### config.mk
export PLATFORM = sky130hd
export DESIGN_NAME = congestion_aware_wrr_selector_flat
export DESIGN_NICKNAME = d
export VERILOG_FILES = /design/src/rtl/cawrr_pkg.sv /design/src/rtl/cawrr_if.sv /design/src/rtl/cawrr_pick.sv /design/src/rtl/congestion_aware_wrr_selector.sv /design/src/flat_wrapper.sv
export SDC_FILE = /design/constraint.sdc
export NUM_CORES = 1
export LEC_CHECK = 0
export BUFFER_PORTS_ARGS = -buffer_cell sky130_fd_sc_hd__buf_4
export CORE_ASPECT_RATIO = 0.6
export CORE_MARGIN = 1.5
export CORE_UTILIZATION = 45
export CTS_CLUSTER_DIAMETER = 50
export DETAILED_ROUTE_END_ITERATION = 10
export PLACE_DENSITY = 0.68
export SYNTH_ARGS = -nofsm -noshare
export SYNTH_HDL_FRONTEND = slang
export SYNTH_SLANG_ARGS = --single-unit
### constraint.sdc
create_clock -name clock -period 4.3 [get_ports clock]
set_input_delay 0.43 -clock clock [delete_from_list [all_inputs] [get_ports clock]]
set_output_delay 0.43 -clock clock [all_outputs]
set_load 0.03 [all_outputs]
### src/rtl/cawrr_pkg.sv
// Package for the congestion-aware weighted round-robin selector.
// Field widths, opcodes, reset constants and the pick decision type.
// No dependencies.
`default_nettype none

package cawrr_pkg;

   localparam int SLOTS     = 8;
   localparam int IDX_W     = 3;
   localparam int WEIGHT_W  = 8;
   localparam int MASK_W    = 8;
   localparam int CSR_IDX_W = 4;

   localparam logic [WEIGHT_W-1:0] WEIGHT_RESET = 8'd1;

   localparam logic OP_CLASSIFY = 1'b0;
   localparam logic OP_SET      = 1'b1;

   typedef struct packed {
      logic [IDX_W-1:0] sel;
      logic             none_eligible;
      logic             take;
      logic             reload;
   } decision_type;

endpackage

`default_nettype wire

### src/rtl/cawrr_if.sv
// Channel interfaces of the selector: request, response and register write.
// Depends on cawrr_pkg.
`default_nettype none

interface cawrr_req_if import cawrr_pkg::*; ();
   logic              valid;
   logic              ready;
   logic              op;
   logic [MASK_W-1:0] ready_mask;
   logic [IDX_W-1:0]  channel;
   logic              congested_value;

   modport source (output valid, output op, output ready_mask, output channel,
                   output congested_value, input ready);
   modport sink   (input valid, input op, input ready_mask, input channel,
                   input congested_value, output ready);
endinterface

interface cawrr_rsp_if import cawrr_pkg::*; ();
   logic             valid;
   logic             ready;
   logic [IDX_W-1:0] selected_output;
   logic             none_eligible;

   modport source (output valid, output selected_output, output none_eligible,
                   input ready);
   modport sink   (input valid, input selected_output, input none_eligible,
                   output ready);
endinterface

interface cawrr_csr_if import cawrr_pkg::*; ();
   logic                 valid;
   logic                 ready;
   logic [CSR_IDX_W-1:0] index;
   logic [WEIGHT_W-1:0]  data;

   modport source (output valid, output index, output data, input ready);
   modport sink   (input valid, input index, input data, output ready);
endinterface

`default_nettype wire

### src/rtl/cawrr_pick.sv
// Output pick: lowest ready, uncongested output with credit, else reload pick.
// Depends on cawrr_pkg.
`default_nettype none

module cawrr_pick import cawrr_pkg::*; #(
   parameter int NUM_OUTPUTS = 4
) (
   input  wire logic [NUM_OUTPUTS-1:0] ready_mask,
   input  wire logic [NUM_OUTPUTS-1:0] congested,
   input  wire logic [WEIGHT_W-1:0]    credit [NUM_OUTPUTS],
   input  wire logic [WEIGHT_W-1:0]    weight [NUM_OUTPUTS],
   output decision_type                decision
);

   localparam logic [IDX_W-1:0] DROP = IDX_W'(NUM_OUTPUTS - 1);

   logic [NUM_OUTPUTS-1:0] avail;
   logic [NUM_OUTPUTS-1:0] cand_credit;
   logic [NUM_OUTPUTS-1:0] cand_reload;
   logic [IDX_W-1:0]       sel_credit;
   logic [IDX_W-1:0]       sel_reload;

   always_comb begin
      avail = ready_mask & ~congested;
      sel_credit = DROP;
      sel_reload = DROP;
      for (int i = 0; i < NUM_OUTPUTS; i++) begin
         cand_credit[i] = avail[i] && (credit[i] != '0);
         cand_reload[i] = avail[i] && (weight[i] != '0);
      end
      for (int i = NUM_OUTPUTS - 1; i >= 0; i--) begin
         if (cand_credit[i]) begin
            sel_credit = IDX_W'(i);
         end
         if (cand_reload[i]) begin
            sel_reload = IDX_W'(i);
         end
      end
   end

   always_comb begin
      decision = '{sel: DROP, none_eligible: 1'b0, take: 1'b0, reload: 1'b0};
      if (|cand_credit) begin
         decision.sel  = sel_credit;
         decision.take = 1'b1;
      end else if (!(|avail)) begin
         decision.none_eligible = 1'b1;
      end else begin
         decision.reload = 1'b1;
         if (|cand_reload) begin
            decision.sel  = sel_reload;
            decision.take = 1'b1;
         end
      end
   end

endmodule

`default_nettype wire

### src/rtl/congestion_aware_wrr_selector.sv
// Top level of the congestion-aware weighted round-robin selector.
// Depends on cawrr_pkg, cawrr_if.sv and cawrr_pick.
//
// A request is taken into an input register and decided from there once it can advance:
// the pick and the credit/congestion update happen together in the same cycle, so one
// request is accepted every clock while responses are taken, and a classify
// request's response passes from the input register through the pick into the
// response register. A held response stalls the next classify request. Set requests
// update the congestion flag and produce no response. Weight writes also load the
// bucket of that output; they are taken in any cycle, one per clock.
`default_nettype none

module congestion_aware_wrr_selector import cawrr_pkg::*; #(
   parameter int NUM_OUTPUTS = 4
) (
   input  wire logic   clock,
   input  wire logic   reset,
   cawrr_req_if.sink   req_bus,
   cawrr_rsp_if.source rsp_bus,
   cawrr_csr_if.sink   csr_bus
);

   localparam int SEL_W = $clog2(NUM_OUTPUTS);
   localparam logic [IDX_W-1:0] DROP = IDX_W'(NUM_OUTPUTS - 1);

   logic                   in_valid_ff;
   logic                   in_op_ff;
   logic [MASK_W-1:0]      in_mask_ff;
   logic [IDX_W-1:0]       in_chan_ff;
   logic                   in_cval_ff;

   logic                   out_valid_ff, out_valid_in;
   logic [IDX_W-1:0]       out_sel_ff;
   logic                   out_none_ff;

   logic [WEIGHT_W-1:0]    weight_ff [NUM_OUTPUTS];
   logic [WEIGHT_W-1:0]    weight_in [NUM_OUTPUTS];
   logic [WEIGHT_W-1:0]    credit_ff [NUM_OUTPUTS];
   logic [WEIGHT_W-1:0]    credit_in [NUM_OUTPUTS];
   logic [NUM_OUTPUTS-1:0] cong_ff, cong_in;

   logic                   advance;
   logic                   classify_go;
   logic                   set_go;
   logic                   req_take;
   logic                   csr_wr;
   decision_type           dec;

   assign advance = in_valid_ff &&
                    (in_op_ff == OP_SET || !out_valid_ff || rsp_bus.ready);
   assign classify_go = advance && (in_op_ff == OP_CLASSIFY);
   assign set_go = advance && (in_op_ff == OP_SET) &&
                   ({1'b0, in_chan_ff} < (IDX_W + 1)'(NUM_OUTPUTS));
   assign req_bus.ready = !in_valid_ff || advance;
   assign req_take = req_bus.valid && req_bus.ready;

   assign csr_bus.ready = 1'b1;
   assign csr_wr = csr_bus.valid && (csr_bus.index < CSR_IDX_W'(NUM_OUTPUTS));

   cawrr_pick #(
      .NUM_OUTPUTS (NUM_OUTPUTS)
   ) u_pick (
      .ready_mask (in_mask_ff[NUM_OUTPUTS-1:0]),
      .congested  (cong_ff),
      .credit     (credit_ff),
      .weight     (weight_ff),
      .decision   (dec)
   );

   always_comb begin
      out_valid_in = classify_go ? 1'b1 : (rsp_bus.ready ? 1'b0 : out_valid_ff);
      cong_in = cong_ff;
      if (set_go) begin
         cong_in[in_chan_ff[SEL_W-1:0]] = in_cval_ff;
      end
      for (int i = 0; i < NUM_OUTPUTS; i++) begin
         weight_in[i] = weight_ff[i];
         credit_in[i] = credit_ff[i];
         if (classify_go && dec.reload && !cong_ff[i]) begin
            credit_in[i] = weight_ff[i];
         end
         if (classify_go && dec.take && dec.sel == IDX_W'(i)) begin
            credit_in[i] = credit_in[i] - 1'b1;
         end
         if (csr_wr && csr_bus.index[SEL_W-1:0] == SEL_W'(i)) begin
            weight_in[i] = csr_bus.data;
            credit_in[i] = csr_bus.data;
         end
      end
   end

   always_ff @(posedge clock) begin
      if (reset) begin
         in_valid_ff  <= 1'b0;
         out_valid_ff <= 1'b0;
         cong_ff      <= '0;
         for (int i = 0; i < NUM_OUTPUTS; i++) begin
            weight_ff[i] <= WEIGHT_RESET;
            credit_ff[i] <= WEIGHT_RESET;
         end
      end else begin
         if (req_bus.ready) begin
            in_valid_ff <= req_bus.valid;
         end
         out_valid_ff <= out_valid_in;
         cong_ff      <= cong_in;
         weight_ff    <= weight_in;
         credit_ff    <= credit_in;
      end
   end

   always_ff @(posedge clock) begin
      if (req_take) begin
         in_op_ff   <= req_bus.op;
         in_mask_ff <= req_bus.ready_mask;
         in_chan_ff <= req_bus.channel;
         in_cval_ff <= req_bus.congested_value;
      end
      if (classify_go) begin
         out_sel_ff  <= dec.sel;
         out_none_ff <= dec.none_eligible;
      end
   end

   assign rsp_bus.valid           = out_valid_ff;
   assign rsp_bus.selected_output = out_sel_ff;
   assign rsp_bus.none_eligible   = out_none_ff;

   a_none_is_drop: assert property (@(posedge clock) disable iff (reset)
      out_valid_ff && out_none_ff |-> out_sel_ff == DROP)
      else $error("none_eligible response without drop bin");

   a_sel_in_range: assert property (@(posedge clock) disable iff (reset)
      out_valid_ff |-> ({1'b0, out_sel_ff} < (IDX_W + 1)'(NUM_OUTPUTS)))
      else $error("selected output beyond outputs");

   a_take_is_ready: assert property (@(posedge clock) disable iff (reset)
      classify_go && dec.take |-> in_mask_ff[dec.sel[SEL_W-1:0]] &&
                                  !cong_ff[dec.sel[SEL_W-1:0]])
      else $error("credit taken from an output that is not ready or congested");

   a_held_request: assert property (@(posedge clock) disable iff (reset)
      in_valid_ff && !advance |=> in_valid_ff && $stable(in_op_ff))
      else $error("stalled request lost");

endmodule

`default_nettype wire
### src/flat_wrapper.sv
// flat-port wrapper written by rule: the top's interface ports become plain ports
module congestion_aware_wrr_selector_flat import cawrr_pkg::*;
#(
   parameter int NUM_OUTPUTS = 4
)
  (clock, reset, req_bus_valid, req_bus_op, req_bus_ready_mask, req_bus_channel, req_bus_congested_value, req_bus_ready, rsp_bus_valid, rsp_bus_selected_output, rsp_bus_none_eligible, rsp_bus_ready, csr_bus_valid, csr_bus_index, csr_bus_data, csr_bus_ready);
  cawrr_req_if req_bus_i ();
  cawrr_rsp_if rsp_bus_i ();
  cawrr_csr_if csr_bus_i ();
  input  wire logic clock;
  input  wire logic reset;
  input wire logic [$bits(req_bus_i.valid)-1:0] req_bus_valid;
  input wire logic [$bits(req_bus_i.op)-1:0] req_bus_op;
  input wire logic [$bits(req_bus_i.ready_mask)-1:0] req_bus_ready_mask;
  input wire logic [$bits(req_bus_i.channel)-1:0] req_bus_channel;
  input wire logic [$bits(req_bus_i.congested_value)-1:0] req_bus_congested_value;
  output wire logic [$bits(req_bus_i.ready)-1:0] req_bus_ready;
  output wire logic [$bits(rsp_bus_i.valid)-1:0] rsp_bus_valid;
  output wire logic [$bits(rsp_bus_i.selected_output)-1:0] rsp_bus_selected_output;
  output wire logic [$bits(rsp_bus_i.none_eligible)-1:0] rsp_bus_none_eligible;
  input wire logic [$bits(rsp_bus_i.ready)-1:0] rsp_bus_ready;
  input wire logic [$bits(csr_bus_i.valid)-1:0] csr_bus_valid;
  input wire logic [$bits(csr_bus_i.index)-1:0] csr_bus_index;
  input wire logic [$bits(csr_bus_i.data)-1:0] csr_bus_data;
  output wire logic [$bits(csr_bus_i.ready)-1:0] csr_bus_ready;
  assign req_bus_i.valid = req_bus_valid;
  assign req_bus_i.op = req_bus_op;
  assign req_bus_i.ready_mask = req_bus_ready_mask;
  assign req_bus_i.channel = req_bus_channel;
  assign req_bus_i.congested_value = req_bus_congested_value;
  assign req_bus_ready = req_bus_i.ready;
  assign rsp_bus_valid = rsp_bus_i.valid;
  assign rsp_bus_selected_output = rsp_bus_i.selected_output;
  assign rsp_bus_none_eligible = rsp_bus_i.none_eligible;
  assign rsp_bus_i.ready = rsp_bus_ready;
  assign csr_bus_i.valid = csr_bus_valid;
  assign csr_bus_i.index = csr_bus_index;
  assign csr_bus_i.data = csr_bus_data;
  assign csr_bus_ready = csr_bus_i.ready;
  congestion_aware_wrr_selector #(.NUM_OUTPUTS(NUM_OUTPUTS)) u_core (.clock(clock), .reset(reset), .req_bus(req_bus_i), .rsp_bus(rsp_bus_i), .csr_bus(csr_bus_i));
endmodule
==> results.yml <==
drt:
  vias: 4673
  drt_pass1_iterations: 6
  drt-total-wl_mm: 14.6
  viasPerCell: 6.55
  drt_iter0_drc: 630
  antenna_left: 0
  drc: 0
  wire_per_inst_um: 20.4
min_path:
  whs_path_depth: 1
  hp-class: "in -> reg"
  whs_endpoint: "u_core.in_mask_ff[2]"
  min_from: "req_bus_ready_mask[2]"
critical_path:
  path_class: "reg -> reg"
  worst-path-buf-inv: 1
  r2r_slack_ns: 0.74
  endpoint_kind: "flop"
  cp_slowest_cell: "or4_4"
  crit_required_ns: 4.53
  cp_top_family: "simple AND/OR/NAND/NOR gates"
  crit_top_cell: "or3_1"
  r2r-start: "u_core.credit_ff[11]"
  max_stage_delay_ns: 0.58
  cp_cell_sequence: "or4_4 -> o31a_1 -> or3_1 -> nor2_1 -> buf_4 -> mux2i_1 -> ha_1 -> nand3_1 -> o211a_1 -> or3_1"
  cp_max_fo: 11
  crit_path_start_kind: "flop"
  cp.arrival_ns: 3.78
  timing.rr.end: "u_core.credit_ff[22]"
  reg2reg_depth: 10
yosys:
  synth_seq_cells: 82
  synthCells: 556
  synth.top_cells.by_area: "dfxtp_1 (29%), edfxtp_1 (7.6%), nand2_1 (6.6%)"
  synth_fp_nets: 590
  ys_types: 77
  yosys.area.top_type: "dfxtp_1"
  ys.flop_type: "dfxtp_1"
  postSynthAreaPerCell_sq_um: 8.55
  synth_top_cell_area_share: 0.295
  yosysMostFrequentCell: "nand2_1"
  seq_area_frac_synth: 0.371
  synth-edff-count: 12
  async_reset_ff_frac: 0
  ys_top_cells_by_count: "nand2_1 (83), dfxtp_1 (70), a21oi_1 (52), nor2_1 (27), nand3_1 (24)"
  yosys_warnings: 0
  synth_area_sq_mm: 0.00475
power:
  power.total_w: 0.00178
  leakage_nw: 1.92
  pwr_density_cell_mw_per_mm2: 335
  max-vdd-ir-drop_v: 0.000231
timing:
  finalCriticalPeriod_ns: 3.56
  hold_viol_final: 0
  fmax_mhz: 281
  rsz0062_at_grt: "false"
  setup_viol: 0
  period_share: 0.827
  max_slew.worst_pin.slew_ns: 0.969
  setup-tns-final_ns: 0
  clock_skew_ns: 0.00891
  fin_ws_ns: 0.745
  slew_headroom: 0.352
  drv_slew: 0
die:
  dieArea_sq_mm: 0.0112
  rows: 28
  num_io_pins: 37
  fp.dieW_um: 136
  die_height_um: 82.6
  start_util: 0.473
  design.core.area_sq_mm: 0.0101
run_status:
  status: "finished, final reports clean"
cts:
  cts_tree: "done"
  cts_inserted_buffers: 9
  cts_max_path_buffers: 2
  cts_setup_buffers: 0
  cts.clk_slew.worst_paths_ns: 0.06
  htreeDepth: 3
  holdBufCountCts: 0
  post_cts_resized: 0
  insertion_delay_ns: 0.35
  cts.sinks: 82
  cts-root-buf: "clkbuf_16"
layout:
  n_antenna_cell: 0
  postLayoutCoreUtil: 0.529
  area_growth_pct: 11.8
  final_cell_count_no_fill: 713
  drive_gt1_frac: 0.149
  fin_nets: 607
placed_design:
  place_inst: 697
  preCtsSetupSlack_ns: 0.804
  place.gp.congestion: 0.935
  dp_hpwl_mm: 10.2
  io_buffers: 30
job:
  maxCapViolations: 0
global_route:
  grt_max_degree: 74
  overflow: 0
  grt_pass1_wl_mm: 22.7
  first_global_vias: 4177
  antenna_found_initial: 0
  track_usage: 0.271
-- final cells by class --
| cell class | instances | area [sq um] |
|---|---|---|
| Clock buffer | 11 | 253 |
| Multi-Input combinational cell | 440 | 2820 |
| Inverter | 7 | 26.3 |
| Fill cell | 929 | 4740 |
| Clock inverter | 5 | 36.3 |
| Tap cell | 135 | 169 |
| Sequential cell | 82 | 1760 |
| Timing Repair Buffer | 33 | 248 |
-- where the power goes --
group          internal [W]  total (W)  switching [W]
clock              0.000425   0.000755       0.000330
sequential         0.000797   0.000814      0.0000170
combinational     0.0000704   0.000214       0.000143
total               0.00129    0.00178       0.000490
-- worst reg2reg max path: cells and delay by family, from the launching register on --
kind            cells  cell delay, ns
compound gates      2            0.73
simple gates        5            1.72
flops               1            0.36
buf+inv             1            0.16
fa+ha+maj           1            0.20
mux                 1            0.28
-- flip-flops by register name (all words and copies together) (netlist names), 2 cells and up --
register / flops
u_core.rsp_bus.selected_output: 2
u_core.weight_ff: 32
u_core.cong_ff: 4
u_core.credit_ff: 32
u_core.in_chan_ff: 3
u_core.in_mask_ff: 4
-- per-stage QoR --
step	instance area (sq um)	hold WS, ns
after floorplan	4750	0.430
after global placement	5030	0.448
after detailed placement	5030	0.458
after CTS	5320	0.255
after global routing	5320	0.255
final	5320	0.264
-- cells by family after synthesis --
logic type,count (synthesis),synth area share
flip-flops,82,0.371
adder cells (fa/ha/maj),4,0.0105
multiplexers,26,0.0582
other,2,0.00158
XOR/XNOR,8,0.0147
buffers and inverters,34,0.0355
AND/OR/NAND/NOR,252,0.285
AO/OA/AOI/OAI,148,0.224
-- how the worst max path moves through the flow --
stage                          from                   end  slack, ns  depth (start not counted)
3_3_place_gp   u_core.credit_ff[11]  u_core.credit_ff[20]       0.83                         10
5_1_grt        u_core.credit_ff[11]  u_core.credit_ff[22]       0.55                         10
2_1_floorplan  u_core.credit_ff[11]  u_core.credit_ff[20]       1.07                         10
3_5_place_dp   u_core.credit_ff[11]  u_core.credit_ff[22]       0.80                         10
6_report       u_core.credit_ff[11]  u_core.credit_ff[22]       0.74                         10
4_1_cts        u_core.credit_ff[11]  u_core.credit_ff[22]       0.79                         10
-- layout by cell type, fill, tap and decap left out, drive strengths merged, types with 3 or more instances in the layout --
master	Yosys	routed
mux2	7	7
edfxtp	12	12
nor2	28	28
ha	4	4
o32ai	5	5
nor3b	4	4
a31o	3	3
nor2b	8	8
nand3b	3	3
o31a	7	7
nand2	86	86
a211oi	8	8
buf	11	33
a2111oi	3	3
mux2i	19	19
o2111ai	6	6
o21ai	20	20
o21a	5	5
nand3	25	25
clkbuf	16	11
or4	20	20
or3	16	16
nand2b	7	7
inv	7	9
a21oi	53	53
nor3	20	20
o31ai	6	6
dfxtp	70	70
o22ai	6	6
o211ai	6	6
or2	5	5
nor4	14	14
and4	3	3
nand4	7	7
xnor2	8	8
-- routing by layer --
metal | GRT usage | wire (um) | vias to the layer above
met2 | 0.389 | 5720 | 280
met5 | 0 | 0 | -
met4 | 0.0688 | 199 | 0
met3 | 0.0769 | 1680 | 21
met1 | 0.396 | 6960 | 2223
li1 | - | - | 2149
Note: power is estimated with default switching activity, not from simulation.
